[src/design/assert_macros.svh]
// Assertion helpers used by glyph_column_color_expander
`ifndef ASSERT_MACROS_SVH
`define ASSERT_MACROS_SVH

// Check a property on every rising clock edge, held off while reset is low
`define GCCE_ASSERT(label, clk, rst_n, prop, msg) \
  label: assert property (@(posedge clk) disable iff (!(rst_n)) prop) \
    else $error(msg);

// Check that a condition leads to a consequence in the next cycle
`define GCCE_ASSERT_NEXT(label, clk, rst_n, ante, cons, msg) \
  label: assert property (@(posedge clk) disable iff (!(rst_n)) (ante) |=> (cons)) \
    else $error(msg);

`endif

[src/design/gcce_pkg.sv]
`timescale 1ns / 1ps

package gcce_pkg;

  // Field widths of the transactions
  localparam int unsigned OpW       = 1;
  localparam int unsigned CharW     = 9;
  localparam int unsigned PosW      = 12;
  localparam int unsigned ColorW    = 32;
  localparam int unsigned ByteW     = 8;
  localparam int unsigned KindW     = 2;
  localparam int unsigned PixAddrW  = 24;
  localparam int unsigned FontAddrW = 16;

  // Configuration port widths
  localparam int unsigned CfgIdxW  = 3;
  localparam int unsigned CfgDataW = 12;

  // Shared multiply-add operand width
  localparam int unsigned MulW = 12;

  // Opcodes of an input transaction
  localparam logic [OpW-1:0] OP_BEGIN = 1'b0;
  localparam logic [OpW-1:0] OP_BYTE  = 1'b1;

  // Result kinds
  localparam logic [KindW-1:0] KIND_REQ  = 2'd0;
  localparam logic [KindW-1:0] KIND_PIX  = 2'd1;
  localparam logic [KindW-1:0] KIND_DONE = 2'd2;
  localparam logic [KindW-1:0] KIND_ERR  = 2'd3;

  // Register indexes
  localparam logic [CfgIdxW-1:0] REG_SCREEN_WIDTH   = 3'd0;
  localparam logic [CfgIdxW-1:0] REG_GLYPH_WIDTH    = 3'd1;
  localparam logic [CfgIdxW-1:0] REG_GLYPH_HEIGHT   = 3'd2;
  localparam logic [CfgIdxW-1:0] REG_ROW_BYTE_COUNT = 3'd3;
  localparam logic [CfgIdxW-1:0] REG_SYMBOL_BYTES   = 3'd4;

  // Highest character code that is drawn
  localparam logic [CharW-1:0] MAX_CHAR = 9'd255;

  // Column word and row limits
  localparam int unsigned ColBitsW = 32;
  localparam logic [5:0]  MAX_ROWS = 6'd32;
  localparam logic [2:0]  MAX_ROW_BYTES = 3'd4;

  typedef struct packed {
    logic [11:0] screen_width;
    logic [5:0]  glyph_width;
    logic [5:0]  glyph_height;
    logic [2:0]  row_byte_count;
    logic [7:0]  symbol_bytes;
  } gcce_cfg_t;

  localparam gcce_cfg_t CFG_RESET = '{
    screen_width:   12'd320,
    glyph_width:    6'd8,
    glyph_height:   6'd16,
    row_byte_count: 3'd2,
    symbol_bytes:   8'd16
  };

endpackage

[src/design/gcce_in_if.sv]
`timescale 1ns / 1ps

interface gcce_in_if;
  logic                            valid;
  logic                            ready;
  logic [gcce_pkg::OpW-1:0]        opcode;
  logic [gcce_pkg::CharW-1:0]      char_index;
  logic [gcce_pkg::PosW-1:0]       pos_x;
  logic [gcce_pkg::PosW-1:0]       pos_y;
  logic [gcce_pkg::ColorW-1:0]     fore_color;
  logic [gcce_pkg::ColorW-1:0]     back_color;
  logic [gcce_pkg::ByteW-1:0]      glyph_byte;

  modport source (
    output valid, opcode, char_index, pos_x, pos_y, fore_color, back_color, glyph_byte,
    input  ready
  );
  modport sink (
    input  valid, opcode, char_index, pos_x, pos_y, fore_color, back_color, glyph_byte,
    output ready
  );
endinterface

[src/design/gcce_out_if.sv]
`timescale 1ns / 1ps

interface gcce_out_if;
  logic                             valid;
  logic                             ready;
  logic [gcce_pkg::KindW-1:0]       result_kind;
  logic [gcce_pkg::PixAddrW-1:0]    pixel_addr;
  logic [gcce_pkg::ColorW-1:0]      pixel_color;
  logic [gcce_pkg::FontAddrW-1:0]   font_addr;
  logic                             last;

  modport source (
    output valid, result_kind, pixel_addr, pixel_color, font_addr, last,
    input  ready
  );
  modport sink (
    input  valid, result_kind, pixel_addr, pixel_color, font_addr, last,
    output ready
  );
endinterface

[src/design/gcce_cfg_if.sv]
`timescale 1ns / 1ps

interface gcce_cfg_if;
  logic                            valid;
  logic                            ready;
  logic [gcce_pkg::CfgIdxW-1:0]    index;
  logic [gcce_pkg::CfgDataW-1:0]   data;

  modport source (
    output valid, index, data,
    input  ready
  );
  modport sink (
    input  valid, index, data,
    output ready
  );
endinterface

[src/design/glyph_column_color_expander.sv]
`timescale 1ns / 1ps
// Glyph column color expander: draws one bitmap-font character into a
// 32-bit-per-pixel frame buffer.
// Channels: item_i takes begin transactions (character, cell position,
// colors) and glyph byte transactions; result_o returns font byte
// requests, pixel writes, a done marker, or an error; cfg_i writes the
// five geometry registers and is always ready.
// Timing: one transaction is worked at a time, and item_i is ready only
// while the sequencer is idle. All address math runs through a single
// registered 12x12 multiply-add unit. A begin steps S_SYM, S_CELL,
// S_CELL_B, then S_FONT_A, S_FONT_B, S_REQ to its request, or S_DONE
// when the glyph width is zero; a byte that does not close a column
// steps S_FONT_A, S_FONT_B, S_REQ. One that closes it steps S_PIX_BASE,
// then S_PIX gives glyph_height pixel writes (at most 32), one per cycle
// unless result_o stalls, then S_COL_END leads to S_DONE or the next
// request. item_i is ready again once the final result is loaded.
// One result register sits on result_o: a stalled receiver holds the
// sequencer in its emitting state, nothing is dropped.
// Reset: registers return to 320x, 8 wide, 16 high, 2 row bytes,
// 16 bytes per symbol; no character is in progress.
`include "assert_macros.svh"

module glyph_column_color_expander #(
  parameter int unsigned ADDR_BITS = 24
) (
  input  logic        clk_i,
  input  logic        rst_ni,
  gcce_in_if.sink     item_i,
  gcce_out_if.source  result_o,
  gcce_cfg_if.sink    cfg_i
);
  import gcce_pkg::*;

  localparam int unsigned AccW = ADDR_BITS;
  localparam logic [MulW-1:0] MUL_ONE  = MulW'(1);
  localparam logic [MulW-1:0] MUL_FOUR = MulW'(4);

  typedef enum logic [11:0] {
    S_IDLE     = 12'b0000_0000_0001,
    S_SYM      = 12'b0000_0000_0010,
    S_CELL     = 12'b0000_0000_0100,
    S_CELL_B   = 12'b0000_0000_1000,
    S_FONT_A   = 12'b0000_0001_0000,
    S_FONT_B   = 12'b0000_0010_0000,
    S_REQ      = 12'b0000_0100_0000,
    S_PIX_BASE = 12'b0000_1000_0000,
    S_PIX      = 12'b0001_0000_0000,
    S_COL_END  = 12'b0010_0000_0000,
    S_DONE     = 12'b0100_0000_0000,
    S_ERR      = 12'b1000_0000_0000
  } state_e;

  gcce_cfg_t cfg;

  state_e                state_q, state_d;
  logic                  active_q, active_d;
  logic [ColBitsW-1:0]   bits_q, bits_d;
  logic [1:0]            rbi_q, rbi_d;
  logic [5:0]            col_q, col_d;
  logic [4:0]            row_q, row_d;

  logic [FontAddrW-1:0]  sym_base_q, sym_base_d;
  logic [AccW-1:0]       cell_base_q, cell_base_d;
  logic [ColorW-1:0]     fore_q, fore_d;
  logic [ColorW-1:0]     back_q, back_d;
  logic [7:0]            ch_q, ch_d;
  logic [PosW-1:0]       px_q, px_d;
  logic [PosW-1:0]       py_q, py_d;

  logic                  out_valid_q, out_valid_d;
  logic [KindW-1:0]      out_kind_q, out_kind_d;
  logic [PixAddrW-1:0]   out_addr_q, out_addr_d;
  logic [ColorW-1:0]     out_color_q, out_color_d;
  logic [FontAddrW-1:0]  out_font_q, out_font_d;
  logic                  out_last_q, out_last_d;

  logic                  mac_en;
  logic [MulW-1:0]       mac_a, mac_b;
  logic [AccW-1:0]       mac_c, acc;

  logic                  in_fire, out_free;
  logic [2:0]            rows, rbi_next;
  logic [5:0]            height, col_next;

  // Register block
  gcce_cfg_regs u_cfg_regs (
    .clk_i  (clk_i),
    .rst_ni (rst_ni),
    .cfg_i  (cfg_i),
    .cfg_o  (cfg)
  );

  // Shared address unit
  gcce_mac #(
    .AccW (AccW)
  ) u_mac (
    .clk_i (clk_i),
    .en_i  (mac_en),
    .a_i   (mac_a),
    .b_i   (mac_b),
    .c_i   (mac_c),
    .acc_o (acc)
  );

  // Clamp the row byte count to 1..4 and the height to 32
  always_comb begin
    if (cfg.row_byte_count == 3'd0) begin
      rows = 3'd1;
    end else if (cfg.row_byte_count > MAX_ROW_BYTES) begin
      rows = MAX_ROW_BYTES;
    end else begin
      rows = cfg.row_byte_count;
    end
    height = (cfg.glyph_height > MAX_ROWS) ? MAX_ROWS : cfg.glyph_height;
  end

  assign item_i.ready = (state_q == S_IDLE);
  assign in_fire      = item_i.valid && (state_q == S_IDLE);
  assign out_free     = !out_valid_q || result_o.ready;
  assign rbi_next     = {1'b0, rbi_q} + 3'd1;
  assign col_next     = col_q + 6'd1;

  // Select the multiply-add operands for each step
  always_comb begin
    mac_en = 1'b0;
    mac_a  = '0;
    mac_b  = '0;
    mac_c  = '0;
    case (state_q)
      S_SYM: begin
        mac_en = 1'b1;
        mac_a  = MulW'(ch_q);
        mac_b  = MulW'(cfg.symbol_bytes);
      end
      S_CELL: begin
        mac_en = 1'b1;
        mac_a  = py_q;
        mac_b  = cfg.screen_width;
        mac_c  = AccW'(px_q);
      end
      S_FONT_A: begin
        mac_en = 1'b1;
        mac_a  = MulW'(rbi_q);
        mac_b  = MulW'(cfg.glyph_width);
        mac_c  = AccW'(sym_base_q);
      end
      S_FONT_B: begin
        mac_en = 1'b1;
        mac_a  = MulW'(col_q);
        mac_b  = MUL_ONE;
        mac_c  = acc;
      end
      S_PIX_BASE: begin
        mac_en = 1'b1;
        mac_a  = MulW'(col_q);
        mac_b  = MUL_FOUR;
        mac_c  = cell_base_q;
      end
      S_PIX: begin
        mac_en = out_free;
        mac_a  = cfg.screen_width;
        mac_b  = MUL_FOUR;
        mac_c  = acc;
      end
      default: begin
        mac_en = 1'b0;
      end
    endcase
  end

  // Sequencer
  always_comb begin
    state_d     = state_q;
    active_d    = active_q;
    bits_d      = bits_q;
    rbi_d       = rbi_q;
    col_d       = col_q;
    row_d       = row_q;
    sym_base_d  = sym_base_q;
    cell_base_d = cell_base_q;
    fore_d      = fore_q;
    back_d      = back_q;
    ch_d        = ch_q;
    px_d        = px_q;
    py_d        = py_q;

    out_valid_d = out_valid_q && !result_o.ready;
    out_kind_d  = out_kind_q;
    out_addr_d  = out_addr_q;
    out_color_d = out_color_q;
    out_font_d  = out_font_q;
    out_last_d  = out_last_q;

    case (state_q)
      S_IDLE: begin
        if (in_fire) begin
          if (item_i.opcode == OP_BEGIN) begin
            if (item_i.char_index > MAX_CHAR) begin
              active_d = 1'b0;
              state_d  = S_ERR;
            end else begin
              ch_d    = item_i.char_index[7:0];
              px_d    = item_i.pos_x;
              py_d    = item_i.pos_y;
              fore_d  = item_i.fore_color;
              back_d  = item_i.back_color;
              bits_d  = '0;
              rbi_d   = 2'd0;
              col_d   = 6'd0;
              state_d = S_SYM;
            end
          end else if (!active_q) begin
            state_d = S_ERR;
          end else begin
            // Merge the byte into the column word
            bits_d = bits_q | (ColBitsW'(item_i.glyph_byte) << {rbi_q, 3'b000});
            if (rbi_next < rows) begin
              rbi_d   = rbi_next[1:0];
              state_d = S_FONT_A;
            end else begin
              rbi_d   = 2'd0;
              state_d = S_PIX_BASE;
            end
          end
        end
      end
      S_SYM: begin
        state_d = S_CELL;
      end
      S_CELL: begin
        sym_base_d = acc[FontAddrW-1:0];
        state_d    = S_CELL_B;
      end
      S_CELL_B: begin
        cell_base_d = {acc[AccW-3:0], 2'b00};
        if (cfg.glyph_width == 6'd0) begin
          active_d = 1'b0;
          state_d  = S_DONE;
        end else begin
          active_d = 1'b1;
          state_d  = S_FONT_A;
        end
      end
      S_FONT_A: begin
        state_d = S_FONT_B;
      end
      S_FONT_B: begin
        state_d = S_REQ;
      end
      S_REQ: begin
        if (out_free) begin
          out_valid_d = 1'b1;
          out_kind_d  = KIND_REQ;
          out_addr_d  = '0;
          out_color_d = '0;
          out_font_d  = acc[FontAddrW-1:0];
          out_last_d  = 1'b1;
          state_d     = S_IDLE;
        end
      end
      S_PIX_BASE: begin
        row_d   = 5'd0;
        state_d = (height == 6'd0) ? S_COL_END : S_PIX;
      end
      S_PIX: begin
        // Emit one pixel and step one line down
        if (out_free) begin
          out_valid_d = 1'b1;
          out_kind_d  = KIND_PIX;
          out_addr_d  = PixAddrW'(acc);
          out_color_d = bits_q[0] ? fore_q : back_q;
          out_font_d  = '0;
          out_last_d  = 1'b0;
          bits_d      = bits_q >> 1;
          row_d       = row_q + 5'd1;
          if ((6'(row_q) + 6'd1) == height) begin
            state_d = S_COL_END;
          end
        end
      end
      S_COL_END: begin
        bits_d = '0;
        if ((col_next == 6'd0) || (col_next >= cfg.glyph_width)) begin
          active_d = 1'b0;
          col_d    = 6'd0;
          state_d  = S_DONE;
        end else begin
          col_d   = col_next;
          state_d = S_FONT_A;
        end
      end
      S_DONE: begin
        if (out_free) begin
          out_valid_d = 1'b1;
          out_kind_d  = KIND_DONE;
          out_addr_d  = '0;
          out_color_d = '0;
          out_font_d  = '0;
          out_last_d  = 1'b1;
          state_d     = S_IDLE;
        end
      end
      S_ERR: begin
        if (out_free) begin
          out_valid_d = 1'b1;
          out_kind_d  = KIND_ERR;
          out_addr_d  = '0;
          out_color_d = '0;
          out_font_d  = '0;
          out_last_d  = 1'b1;
          state_d     = S_IDLE;
        end
      end
      default: begin
        state_d = S_IDLE;
      end
    endcase
  end

  // Control state
  always_ff @(posedge clk_i or negedge rst_ni) begin
    if (!rst_ni) begin
      state_q     <= S_IDLE;
      active_q    <= 1'b0;
      bits_q      <= '0;
      rbi_q       <= 2'd0;
      col_q       <= 6'd0;
      row_q       <= 5'd0;
      out_valid_q <= 1'b0;
    end else begin
      state_q     <= state_d;
      active_q    <= active_d;
      bits_q      <= bits_d;
      rbi_q       <= rbi_d;
      col_q       <= col_d;
      row_q       <= row_d;
      out_valid_q <= out_valid_d;
    end
  end

  // Payload registers
  always_ff @(posedge clk_i) begin
    sym_base_q  <= sym_base_d;
    cell_base_q <= cell_base_d;
    fore_q      <= fore_d;
    back_q      <= back_d;
    ch_q        <= ch_d;
    px_q        <= px_d;
    py_q        <= py_d;
    out_kind_q  <= out_kind_d;
    out_addr_q  <= out_addr_d;
    out_color_q <= out_color_d;
    out_font_q  <= out_font_d;
    out_last_q  <= out_last_d;
  end

  // Drive the result channel
  assign result_o.valid       = out_valid_q;
  assign result_o.result_kind = out_kind_q;
  assign result_o.pixel_addr  = out_addr_q;
  assign result_o.pixel_color = out_color_q;
  assign result_o.font_addr   = out_font_q;
  assign result_o.last        = out_last_q;

  // Checks
  `GCCE_ASSERT(a_pix_not_last, clk_i, rst_ni,
    (result_o.valid && (result_o.result_kind == KIND_PIX) |-> !result_o.last),
    "pixel write marked last")
  `GCCE_ASSERT_NEXT(a_idle_byte_err, clk_i, rst_ni,
    in_fire && (item_i.opcode == OP_BYTE) && !active_q, state_q == S_ERR,
    "byte while idle not rejected")
  `GCCE_ASSERT_NEXT(a_pix_load, clk_i, rst_ni, (state_q == S_PIX) && out_free,
    result_o.valid && (result_o.result_kind == KIND_PIX), "pixel step did not load a write")
  `GCCE_ASSERT_NEXT(a_req_load, clk_i, rst_ni, (state_q == S_REQ) && out_free,
    result_o.valid && result_o.last && (result_o.result_kind == KIND_REQ), "request not loaded")

endmodule

[src/design/gcce_cfg_regs.sv]
`timescale 1ns / 1ps

module gcce_cfg_regs (
  input  logic                  clk_i,
  input  logic                  rst_ni,
  gcce_cfg_if.sink              cfg_i,
  output gcce_pkg::gcce_cfg_t   cfg_o
);
  import gcce_pkg::*;

  gcce_cfg_t regs_q, regs_d;

  // Always take a write
  assign cfg_i.ready = 1'b1;

  // Update the addressed register; unknown indexes are dropped
  always_comb begin
    regs_d = regs_q;
    if (cfg_i.valid) begin
      case (cfg_i.index)
        REG_SCREEN_WIDTH:   regs_d.screen_width   = cfg_i.data[11:0];
        REG_GLYPH_WIDTH:    regs_d.glyph_width    = cfg_i.data[5:0];
        REG_GLYPH_HEIGHT:   regs_d.glyph_height   = cfg_i.data[5:0];
        REG_ROW_BYTE_COUNT: regs_d.row_byte_count = cfg_i.data[2:0];
        REG_SYMBOL_BYTES:   regs_d.symbol_bytes   = cfg_i.data[7:0];
        default:            regs_d = regs_q;
      endcase
    end
  end

  always_ff @(posedge clk_i or negedge rst_ni) begin
    if (!rst_ni) begin
      regs_q <= CFG_RESET;
    end else begin
      regs_q <= regs_d;
    end
  end

  assign cfg_o = regs_q;

endmodule

[src/design/gcce_mac.sv]
`timescale 1ns / 1ps

module gcce_mac #(
  parameter int unsigned AccW = 24
) (
  input  logic                        clk_i,
  input  logic                        en_i,
  input  logic [gcce_pkg::MulW-1:0]   a_i,
  input  logic [gcce_pkg::MulW-1:0]   b_i,
  input  logic [AccW-1:0]             c_i,
  output logic [AccW-1:0]             acc_o
);
  import gcce_pkg::*;

  logic [2*MulW-1:0] prod;
  logic [AccW-1:0]   acc_q, acc_d;

  // Multiply, add and wrap at the accumulator width
  assign prod  = a_i * b_i;
  assign acc_d = AccW'(prod) + c_i;

  always_ff @(posedge clk_i) begin
    if (en_i) begin
      acc_q <= acc_d;
    end
  end

  assign acc_o = acc_q;

endmodule
[src/flat_wrapper.sv]
// flat-port wrapper written by rule: the top's interface ports become plain ports
module glyph_column_color_expander_flat import gcce_pkg::*;
#(
  parameter int unsigned ADDR_BITS = 24
)
  (clk_i, rst_ni, item_i_valid, item_i_opcode, item_i_char_index, item_i_pos_x, item_i_pos_y, item_i_fore_color, item_i_back_color, item_i_glyph_byte, item_i_ready, result_o_valid, result_o_result_kind, result_o_pixel_addr, result_o_pixel_color, result_o_font_addr, result_o_last, result_o_ready, cfg_i_valid, cfg_i_index, cfg_i_data, cfg_i_ready);
  gcce_in_if item_i_i ();
  gcce_out_if result_o_i ();
  gcce_cfg_if cfg_i_i ();
  input  logic clk_i;
  input  logic rst_ni;
  input wire logic [$bits(item_i_i.valid)-1:0] item_i_valid;
  input wire logic [$bits(item_i_i.opcode)-1:0] item_i_opcode;
  input wire logic [$bits(item_i_i.char_index)-1:0] item_i_char_index;
  input wire logic [$bits(item_i_i.pos_x)-1:0] item_i_pos_x;
  input wire logic [$bits(item_i_i.pos_y)-1:0] item_i_pos_y;
  input wire logic [$bits(item_i_i.fore_color)-1:0] item_i_fore_color;
  input wire logic [$bits(item_i_i.back_color)-1:0] item_i_back_color;
  input wire logic [$bits(item_i_i.glyph_byte)-1:0] item_i_glyph_byte;
  output wire logic [$bits(item_i_i.ready)-1:0] item_i_ready;
  output wire logic [$bits(result_o_i.valid)-1:0] result_o_valid;
  output wire logic [$bits(result_o_i.result_kind)-1:0] result_o_result_kind;
  output wire logic [$bits(result_o_i.pixel_addr)-1:0] result_o_pixel_addr;
  output wire logic [$bits(result_o_i.pixel_color)-1:0] result_o_pixel_color;
  output wire logic [$bits(result_o_i.font_addr)-1:0] result_o_font_addr;
  output wire logic [$bits(result_o_i.last)-1:0] result_o_last;
  input wire logic [$bits(result_o_i.ready)-1:0] result_o_ready;
  input wire logic [$bits(cfg_i_i.valid)-1:0] cfg_i_valid;
  input wire logic [$bits(cfg_i_i.index)-1:0] cfg_i_index;
  input wire logic [$bits(cfg_i_i.data)-1:0] cfg_i_data;
  output wire logic [$bits(cfg_i_i.ready)-1:0] cfg_i_ready;
  assign item_i_i.valid = item_i_valid;
  assign item_i_i.opcode = item_i_opcode;
  assign item_i_i.char_index = item_i_char_index;
  assign item_i_i.pos_x = item_i_pos_x;
  assign item_i_i.pos_y = item_i_pos_y;
  assign item_i_i.fore_color = item_i_fore_color;
  assign item_i_i.back_color = item_i_back_color;
  assign item_i_i.glyph_byte = item_i_glyph_byte;
  assign item_i_ready = item_i_i.ready;
  assign result_o_valid = result_o_i.valid;
  assign result_o_result_kind = result_o_i.result_kind;
  assign result_o_pixel_addr = result_o_i.pixel_addr;
  assign result_o_pixel_color = result_o_i.pixel_color;
  assign result_o_font_addr = result_o_i.font_addr;
  assign result_o_last = result_o_i.last;
  assign result_o_i.ready = result_o_ready;
  assign cfg_i_i.valid = cfg_i_valid;
  assign cfg_i_i.index = cfg_i_index;
  assign cfg_i_i.data = cfg_i_data;
  assign cfg_i_ready = cfg_i_i.ready;
  glyph_column_color_expander #(.ADDR_BITS(ADDR_BITS)) u_core (.clk_i(clk_i), .rst_ni(rst_ni), .item_i(item_i_i), .result_o(result_o_i), .cfg_i(cfg_i_i));
endmodule
[config.mk]
export PLATFORM = sky130hd
export DESIGN_NAME = glyph_column_color_expander_flat
export DESIGN_NICKNAME = d
export VERILOG_FILES = /design/src/design/gcce_pkg.sv /design/src/design/gcce_in_if.sv /design/src/design/gcce_out_if.sv /design/src/design/gcce_cfg_if.sv /design/src/design/glyph_column_color_expander.sv /design/src/design/gcce_cfg_regs.sv /design/src/design/gcce_mac.sv /design/src/flat_wrapper.sv
export VERILOG_INCLUDE_DIRS = /design/src /design/src/design
export SDC_FILE = /design/constraint.sdc
export NUM_CORES = 1
export LEC_CHECK = 0
export BUFFER_PORTS_ARGS = -buffer_cell sky130_fd_sc_hd__buf_2
export CORE_ASPECT_RATIO = 0.7
export CORE_MARGIN = 8
export CORE_UTILIZATION = 31
export CTS_BUF_LIST = sky130_fd_sc_hd__clkbuf_4 sky130_fd_sc_hd__clkbuf_8
export CTS_CLUSTER_DIAMETER = 120
export DETAILED_ROUTE_END_ITERATION = 10
export PLACE_DENSITY = 0.45
export SYNTH_ARGS = -nofsm -noshare
export SYNTH_HDL_FRONTEND = slang
export SYNTH_SLANG_ARGS = --single-unit
[constraint.sdc]
create_clock -name clk_i -period 8.8 [get_ports clk_i]
set_input_delay 0.88 -clock clk_i [delete_from_list [all_inputs] [get_ports clk_i]]
set_output_delay 0.88 -clock clk_i [all_outputs]
set_load 0.02 [all_outputs]
Word-level counts from Yosys, hierarchy flattened
Cells that the tools add are included.

word-level totals
  memory bits (writable) = 0
  bits in read-only memories = 0
  output and inout port bits = 78
  word-level logic and storage cells = 175
  latch bits = 0
  flip-flop bits (word level) = 327
  input bits = 126
  memories = 0

cells by class
  bitwise logic cells = 3
  $lt $le $gt $ge = 5
  add/subtract/negate cells = 5
  eq/ne operators = 33
  multiply operators = 1
  muxes and demuxes = 62
  shift-type cells = 1
  divide/modulo/power cells = 0
  reductions and logical operators = 40

operators by type and width
  operator                                               number
  two-way mux 32 bit                                     8
  one-hot mux 12 bit (10 select lines)                   1
  one-hot mux 12 bit (5 select lines)                    2
  one-hot mux 24 bit (4 select lines)                    1
  one-hot mux 32 bit (3 select lines)                    1
  two-way mux 12 bit                                     7
  one-hot mux 32 bit (2 select lines)                    1
  two-way mux 24 bit                                     2
  one-hot mux 24 bit (2 select lines)                    1
  two-way mux 16 bit                                     2
  bitwise OR 32 bit                                      1
  one-hot mux 16 bit (2 select lines)                    1
  left shift 8 x 5 -> 32 bit                             1
  two-way mux 6 bit                                      5
  adder 24 bit                                           1
  multiplier 12 x 12 -> 24 bit                           1
  two-way mux 11 bit                                     2
  != test 2 x 1 -> 1 bit, second input constant          11
  zero test 6 bit                                        3
  two-way mux 2 bit                                      8
  AND reduction 4 bit                                    4
  AND reduction 5 bit                                    3
  equality test 12 x 1 -> 1 bit, second input constant   1
  equality test 12 x 10 -> 1 bit, second input constant  1
  50 further kinds                                       81

Depth between registers and ports, before layout
Gate-level depths: netlist of the first run.

  depth in word-level cells = 9
  gate-level depth with buffers = 27
  depth with buffers taken out = 23

Hierarchy
From an unflattened synthesis of the first run, not the netlist that was laid out.

unflattened totals
  cell total of the unflattened synthesis = 1614
  area total of the unflattened synthesis = 18982.0 µm²

by module, submodules not included
  module                       cells an instance  area each (µm²)  seq. area each (µm²)  times used
  glyph_column_color_expander  843                11334.6          7753.7                1
  gcce_mac                     690                6243.5           720.7                 1
  gcce_cfg_regs                81                 1403.8           883.3                 1

Least setup slack after synthesis of the first run
Ideal clock, no wire load.

  path type = flip-flop to flip-flop
  start point = register u_core.state_q[11]
  end point = register u_core.u_mac.acc_q[22] (netlist: u_core.u_mac.acc_o[22]), data pin
  buffers on the path = 4
  setup slack = 1.713 ns
  cell stages (with the launch flop) = 23
  library setup time = 0.265 ns
  clock period less this slack = 7.087 ns
  arrival = 6.822 ns
  data required time = 8.535 ns
  cells stage by stage = dfrtp_1 > buf_2 > nor4_1 > and4_1 > buf_2 > buf_1 > buf_1 > nand2_1 > nor2_1 > fa_1 > fa_1 > fa_1 > fa_1 > inv_1 > fa_1 > inv_1 > ha_1 > o21ai_0 > nand2b_1 > a311o_1 > or4_1 > nand3_1 > nor3_1

between the ends
  word-level cells in the longest chain between the ends = 5
  elaborated cells between the ends (all ways) = 14
  classes of those cells = add/sub: 1; mul: 1; eq/ne: 6; mux: 3; reduce/logical: 3

RTL lines
  element                                                      RTL line                            text
  start: declaration                                           glyph_column_color_expander.sv:55   state_e state_q, state_d;
  start signal: assignment                                     glyph_column_color_expander.sv:331  state_q <= state_d;
  equality test 12 x 6 -> 1 bit, or another cell as far along  glyph_column_color_expander.sv:129  case (state_q)
  OR reduction 2 bit (no source line)                          --
  one-hot mux 12 bit (5 select lines)                          glyph_column_color_expander.sv:129
  multiplier 12 x 12 -> 24 bit                                 gcce_mac.sv:19                      assign prod = a_i * b_i;
  adder 24 bit (*)                                             gcce_mac.sv:20                      assign acc_d = AccW'(prod) + c_i;
  net u_core.u_mac.acc_d[22]                                   gcce_mac.sv:16                      logic [AccW-1:0] acc_q, acc_d;
  end signal: assignment                                       gcce_mac.sv:24                      acc_q <= acc_d;
  end: declaration                                             gcce_mac.sv:16

Mark *: on every way through the listed nets, which the timed path passes. The rest lies on a longest branch.
A chain may end at the register's enable or synchronous reset.

Final worst setup path of the first run
  start point = register u_core.state_q[1]
  end point = register u_core.u_mac.acc_q[22] (netlist: u_core.u_mac.acc_o[22]), data pin

The elaborated chain is that of the path after synthesis.

==> impl_metrics.ini, run 1 <==
[worst_setup_path]
cp.arrival_ps = 8500
path_buf_inv = 4
startpoint = u_core.state_q[1]
worstPathCellList = or4_1 -> nor2_1 -> and3_1 -> buf_4 -> a221o_1 -> a221o_1 -> nand2_1 -> fa_1 -> fa_1 -> inv_1 -> fa_1 -> fa_1 -> inv_1 -> fa_1 -> inv_1 -> ha_1 -> a21oi_1 -> o21ai_0 -> a2111oi_0 -> nor2_1 -> and4_1 -> nor3_1
cp_common_cell = fa_1
path_max_fanout = 19
critPathSlowestCell = a2111oi_0
crit_path_start_kind = flip-flop
cp-end-kind = flip-flop
critical_path.top_delay_family = adder cells
cp.required_ps = 9270
critPathKind = reg -> reg
cpPeakStageDelay_ps = 760
timing.rr.start = u_core.state_q[1]

[final_layout]
finalNonFillerCells = 2667
fin_area_um2 = 21800
fill_cells = 5980
drive_above_1_share_pct = 19.9
final_core_util_pct = 36.4
final_nets = 2133
area_growth_pct = 16.5

[timing]
hold_viol_final = 0
rsz0062_at_grt = false
final_max_slew_viol_count = 0
clock_skew_ps = 35.7
whs_ps = 136
maxSlewHeadroom_pct = 16.3
setup_tns_ps = 0
finalSetupViolCount = 0
tightestPinTransition_ps = 1260
fmax_mhz = 124
setup_ws_ps = 764
fin_crit_ps = 8040
min_period_over_period_pct = 91.3

[clock_tree]
cts.sinks = 327
postCtsSetupBuffers = 0
clock_latency_ps = 650
tritoncts = done
cts_max_level = 2
cts_root_buffer = clkbuf_8
cts_resized = 0
ctsLongestPathBuffers = 3
cts_hold_buf = 0
clkSlewWorstSetupHoldPaths_ps = 60
numCtsBuffers = 56

[global_route]
grt_max_degree = 69
antenna_found_initial = 1
grt.overflow.total = 0
grt_pass1_wl_um = 79500
grt_usage_pct = 14.8
first_global_vias = 13305

[route]
first_pass_iters = 6
wl_met3_um = 3350
dr.max_layer_used = met4
finalWirelength_um = 50600
viasPerCell = 4.82
post_drt_wl_per_cell_um = 19.0
ant_nets = 0
drt_iter0_drc = 852
drt-met1-wl_um = 24600
drc = 0
num_vias = 12849
met2_length_um = 21600

[floorplanning]
die_area_um2 = 68400
die_w_um = 309
pin_count = 204
start_util_pct = 31.3
core_area_um2 = 59700
fp.dieH_um = 221
num_rows = 75

[run]
cap_viol_max_count = 0

[synthesis]
synthArstFlopShare_pct = 28.7
synth_nets = 1919
netlist.area_leader.share_pct = 37.5
synth-edff-count = 233
yosysTopAreaCell = edfxtp_1
yosysWarnings = 0
avgSynthCellArea_um2 = 11.7
synth-seq-cells = 327
yosysSeqAreaShare_pct = 50.1
synth_top_flop_cell = edfxtp_1
yosysUniqueCellTypes = 70
synthCells = 1599
synth_area_leaders = edfxtp_1 (37%), fa_1 (13%), dfrtp_1 (12%), ha_1 (4.8%), nand2_1 (4.0%)
syn_area_um2 = 18700

[place]
pre_cts_ws_ps = 763
place_inst = 2563
io_buffers = 202
post_dp_cell_area_um2 = 20600
dp_hpwl_um = 38100
globalplace.congestion = 0.884

[power_and_ir_drop]
p_per_area_nw_per_um2 = 194
vdd_drop_max_mv = 0.0911
power_leakage_nw = 9.05
total_power_mw = 4.21

[outcome]
status = finished, final reports clean

[min_path]
hp-class = in -> async
## path summary, 6_finish.rpt
path | end | slack, ps | cells past startpoint
hold reg to reg | u_core.cell_base_q[21] | 490 | 0
setup / recovery | u_core.u_mac.acc_o[22] | 760 | 22
hold / removal | u_core.bits_q[20] | 140 | 1
setup reg to reg | u_core.u_mac.acc_o[22] | 760 | 22
min in group clk_i | u_core.ch_q[4] | 400 | 1
max in group asynchronous | u_core.u_cfg_regs.cfg_o[11] | 7420 | 2
## flip-flops by register name, summed over array words and instances, names as in the netlist, 22 cells and up
name / count
u_core.u_cfg_regs.cfg_o: 35
u_core.back_q: 32
u_core.result_o.pixel_addr: 24
u_core.fore_q: 32
u_core.result_o.pixel_color: 32
u_core.u_mac.acc_o: 24
u_core.cell_base_q: 22
u_core.bits_q: 32
## synth_stat cells (all sizes together), types with 9 or more instances
master,number
xnor2,25
buf,22
ha,72
mux2,31
a22o,11
nor2b,48
clkbuf,44
inv,194
edfxtp,233
a21oi,29
a222oi,20
o21ai,44
a22oi,46
nand2b,16
nor2,123
nand2,200
dfrtp,87
xor2,9
nand3,18
fa,122
and2,15
mux2i,34
nor3,19
## layout by cell type, fill, tap and decap left out, drive strengths merged, types with 7 or more instances in the layout
cell type / instances
a21oi: 29
a22o: 11
and4: 8
nor2b: 48
a21boi: 7
and2: 15
nor4: 7
mux2i: 34
dfstp: 7
nor2: 123
dfrtp: 87
a221o: 7
edfxtp: 233
inv: 195
nand2b: 16
a21o: 8
buf: 222
or3: 7
ha: 72
nor3: 19
xnor2: 25
fa: 122
clkinv: 22
o21ai: 44
nand3: 18
xor2: 9
clkbuf: 75
nand2: 200
a22oi: 46
a222oi: 20
mux2: 31
## report_power, final
group,switching [mW],internal (mW)
Sequential,0.115,1.91
Combinational,0.511,0.269
Clock,0.647,0.766
## cell type report
type | count | area, um2 | area share [%]
Sequential cell | 327 | 9360 | 43.0
Antenna cell | 1 | 2.50 | 0.0115
Clock buffer | 75 | 913 | 4.20
Tap cell | 808 | 1010 | 4.65
Clock inverter | 28 | 220 | 1.01
Multi-Input combinational cell | 1012 | 8350 | 38.4
Inverter | 194 | 728 | 3.35
Timing Repair Buffer | 222 | 1160 | 5.35
## per-layer routing
layer,global-route usage (%),vias to the layer above
met5,0,-
met4,3.60,0
met3,3.09,71
met2,21.9,380
met1,21.9,6443
li1,-,5955
## kinds of logic after synthesis
group	after synthesis	synth area share [%]
buffers and inverters	260	5.39
AO/OA/AOI/OAI	218	8.39
flip-flops	327	50.1
multiplexers	65	3.69
AND/OR/NAND/NOR	500	12.9
other	1	0.0201
adder cells (fa/ha/maj)	194	17.9
XOR/XNOR	34	1.60
(Power assumes the default switching activity.)
==> run 2, diff against run 1 <==
Settings changed: BUFFER_PORTS_ARGS -buffer_cell sky130_fd_sc_hd__buf_2 to not set, CORE_MARGIN 8 to not set, DONT_BUFFER_PORTS set to 1, PLACE_DENSITY 0.45 to 0.42, TNS_END_PERCENT set to 100.
==> run 2 against run 1 <==
  * Clock power up 6%
  * Total power barely moved
  * Worst setup slack got worse by 230 ps
  * Largest cell class unchanged
  * Routed wire length fell by 0.87%
  * Via count is 6.3% lower
  * Critical path type unchanged
==> impl_metrics.ini, run 2 (synthesized netlist as in run 1, its figures left out) <==
[floorplanning]
die_area_um2 = 61200
start_util_pct = 31.7
core_area_um2 = 58900
pin_count = 204
fp.dieH_um = 207
num_rows = 74
die_w_um = 295

[timing]
fmax_mhz = 121
tightestPinTransition_ps = 1160
clock_skew_ps = 29.4
setup_tns_ps = 0
min_period_over_period_pct = 94.0
final_max_slew_viol_count = 0
finalSetupViolCount = 0
rsz0062_at_grt = false
hold_viol_final = 0
maxSlewHeadroom_pct = 22.5
fin_crit_ps = 8270

[final_layout]
layout_commonest_cell = edfxtp_1
area_growth_pct = 11.7
fill_cells = 5914
seq_area_um2 = 9360
multi_input_area_um2 = 8350
layout_common_cells = edfxtp_1 (233), nand2_1 (197), inv_1 (194)
final_nets = 1937
largest_reg_flops = 35
drive_above_1_share_pct = 10.9

[clock_tree]
cts.sinks = 327
numCtsBuffers = 56
ctsLongestPathBuffers = 3
cts_max_level = 2
clkSlewWorstSetupHoldPaths_ps = 60
cts_root_buffer = clkbuf_8
clock_latency_ps = 660
tritoncts = done

[global_route]
top_usage_layer = met1
grt_util_met2_pct = 22.7
first_global_vias = 12346
antenna_found_initial = 3
grt_max_degree = 88
global_route.usage.met3_pct = 4.22
use_met1_pct = 25.8
grt_usage_pct = 16.6
grt.overflow.total = 0
grt_pass1_wl_um = 77100

[place]
io_buffers = 0
globalplace.congestion = 0.884
dp_hpwl_um = 36900

[route]
first_pass_iters = 5
drt_iter0_drc = 863
viasPerCell = 4.89
drc = 0
num_vias = 12034
ant_nets = 0
post_drt_wl_per_cell_um = 20.4
finalWirelength_um = 50200

[worst_setup_path]
worstPathCellList = or3_1 -> nor2_1 -> and3_1 -> a222oi_1 -> and2_1 -> nor2_1 -> fa_1 -> inv_1 -> fa_1 -> inv_1 -> fa_1 -> inv_1 -> fa_1 -> fa_1 -> inv_1 -> ha_1 -> nor2_1 -> nor3_1 -> a2111oi_0 -> nor2_1 -> and4_1 -> nor3_1
cp-end-kind = flip-flop
critical_path.top_delay_family = adder cells
cp.required_ps = 9290
cpPeakStageDelay_ps = 860
crit_path_start_kind = flip-flop
path_buf_inv = 4
critPathSlowestCell = a2111oi_0
path_max_fanout = 15
cp_common_cell = fa_1
critPathKind = reg -> reg
cp.arrival_ps = 8760

[outcome]
status = finished, final reports clean

[power_and_ir_drop]
p_switching_mw = 1.26
p_clk_share_pct = 35.4
p_per_area_nw_per_um2 = 202
power_leakage_nw = 8.33
total_power_mw = 4.21
seq_power_share_pct = 50.5
vdd_drop_max_mv = 0.127
switching_share_pct = 30.0
pwr-share-comb_pct = 14.1
p_int_mw = 2.95

[min_path]
hp-class = in -> async

[run]
cap_viol_max_count = 0
## run 2: cell types whose count changed in the layout (fill, tap and decap cells not counted), moves of 3 or more
cell / before / now
buf_2: 201 / 0
buf_4: 21 / 24
clkbuf_8: 56 / 60
clkinv_1: 18 / 7
clkinv_2: 3 / 9
## run 2: final timing paths
check	start	to	slack (ps)	cells past startpoint
min reg2reg	u_core.u_mac.acc_o[19]	u_core.cell_base_q[21]	480	0
max in group asynchronous	rst_ni	u_core.state_q[0]	7840	1
min	rst_ni	u_core.u_cfg_regs.cfg_o[4]	70	0
min in group clk_i	item_i_char_index[8]	u_core.state_q[1]	300	1
max	u_core.state_q[5]	u_core.u_mac.acc_o[22]	530	22
max reg2reg	u_core.state_q[5]	u_core.u_mac.acc_o[22]	530	22
## run 2: power groups by stage
stage / Sequential [mW] / Clock (mW) / Combinational [mW]
after global routing: 2.15 / 1.62 / 0.665
after floorplan: 2.09 / 0 / 0.451
final: 2.13 / 1.49 / 0.592
after global placement: 2.16 / 0 / 0.585
after detailed placement: 2.16 / 0 / 0.592
after CTS: 2.13 / 1.55 / 0.608
## run 2: stage by stage
stage | utilization, % | cell area (um2) | worst slack, ps | hold slack (ps) | cells
global route | 35.4 | 20900 | 121 | 7.12 | 2460
floorplan | - | 18700 | 1710 | 442 | 1599
global placement | 33.3 | 19600 | 774 | 469 | 2355
CTS | 35.4 | 20900 | 632 | 0.409 | 2460
finish | 35.4 | 20900 | 530 | 68.3 | 2462
detailed placement | 33.3 | 19600 | 670 | 469 | 2355
## run 2: per-layer routing
| metal | vias to the layer above | wire [um] |
|---|---|---|
| met2 | 347 | 20200 |
| met3 | 59 | 3460 |
| met5 | - | 18 |
| met4 | 2 | 780 |
| li1 | 5553 | - |
| met1 | 6073 | 25700 |
## run 2: worst register-to-register path: stages, from the launching register on
cell,delay [ps]
dfrtp_1,680
or3_1,360
nor2_1,90
and3_1,450
a222oi_1,860
and2_1,510
nor2_1,130
fa_1,550
inv_1,60
fa_1,520
inv_1,50
fa_1,490
inv_1,50
fa_1,470
fa_1,540
inv_1,40
ha_1,330
nor2_1,200
nor3_1,90
a2111oi_0,860
nor2_1,330
and4_1,290
nor3_1,170
## run 2: final cells by class
cell class / count / area share [%]
Clock buffer: 78 / 4.61
Sequential cell: 327 / 44.9
Antenna cell: 2 / 0.0240
Clock inverter: 25 / 1.15
Inverter: 194 / 3.49
Multi-Input combinational cell: 1012 / 40.0
Tap cell: 798 / 4.79
Timing Repair Buffer: 26 / 1.04
## run 2: timing repair
item | 4_1_cts | 5_1_grt
gates resized for setup | 0 | 0
setup buffers | 0 | 0
hold buffers | 2 | 0
endpoints found under the hold margin | 87 | 0
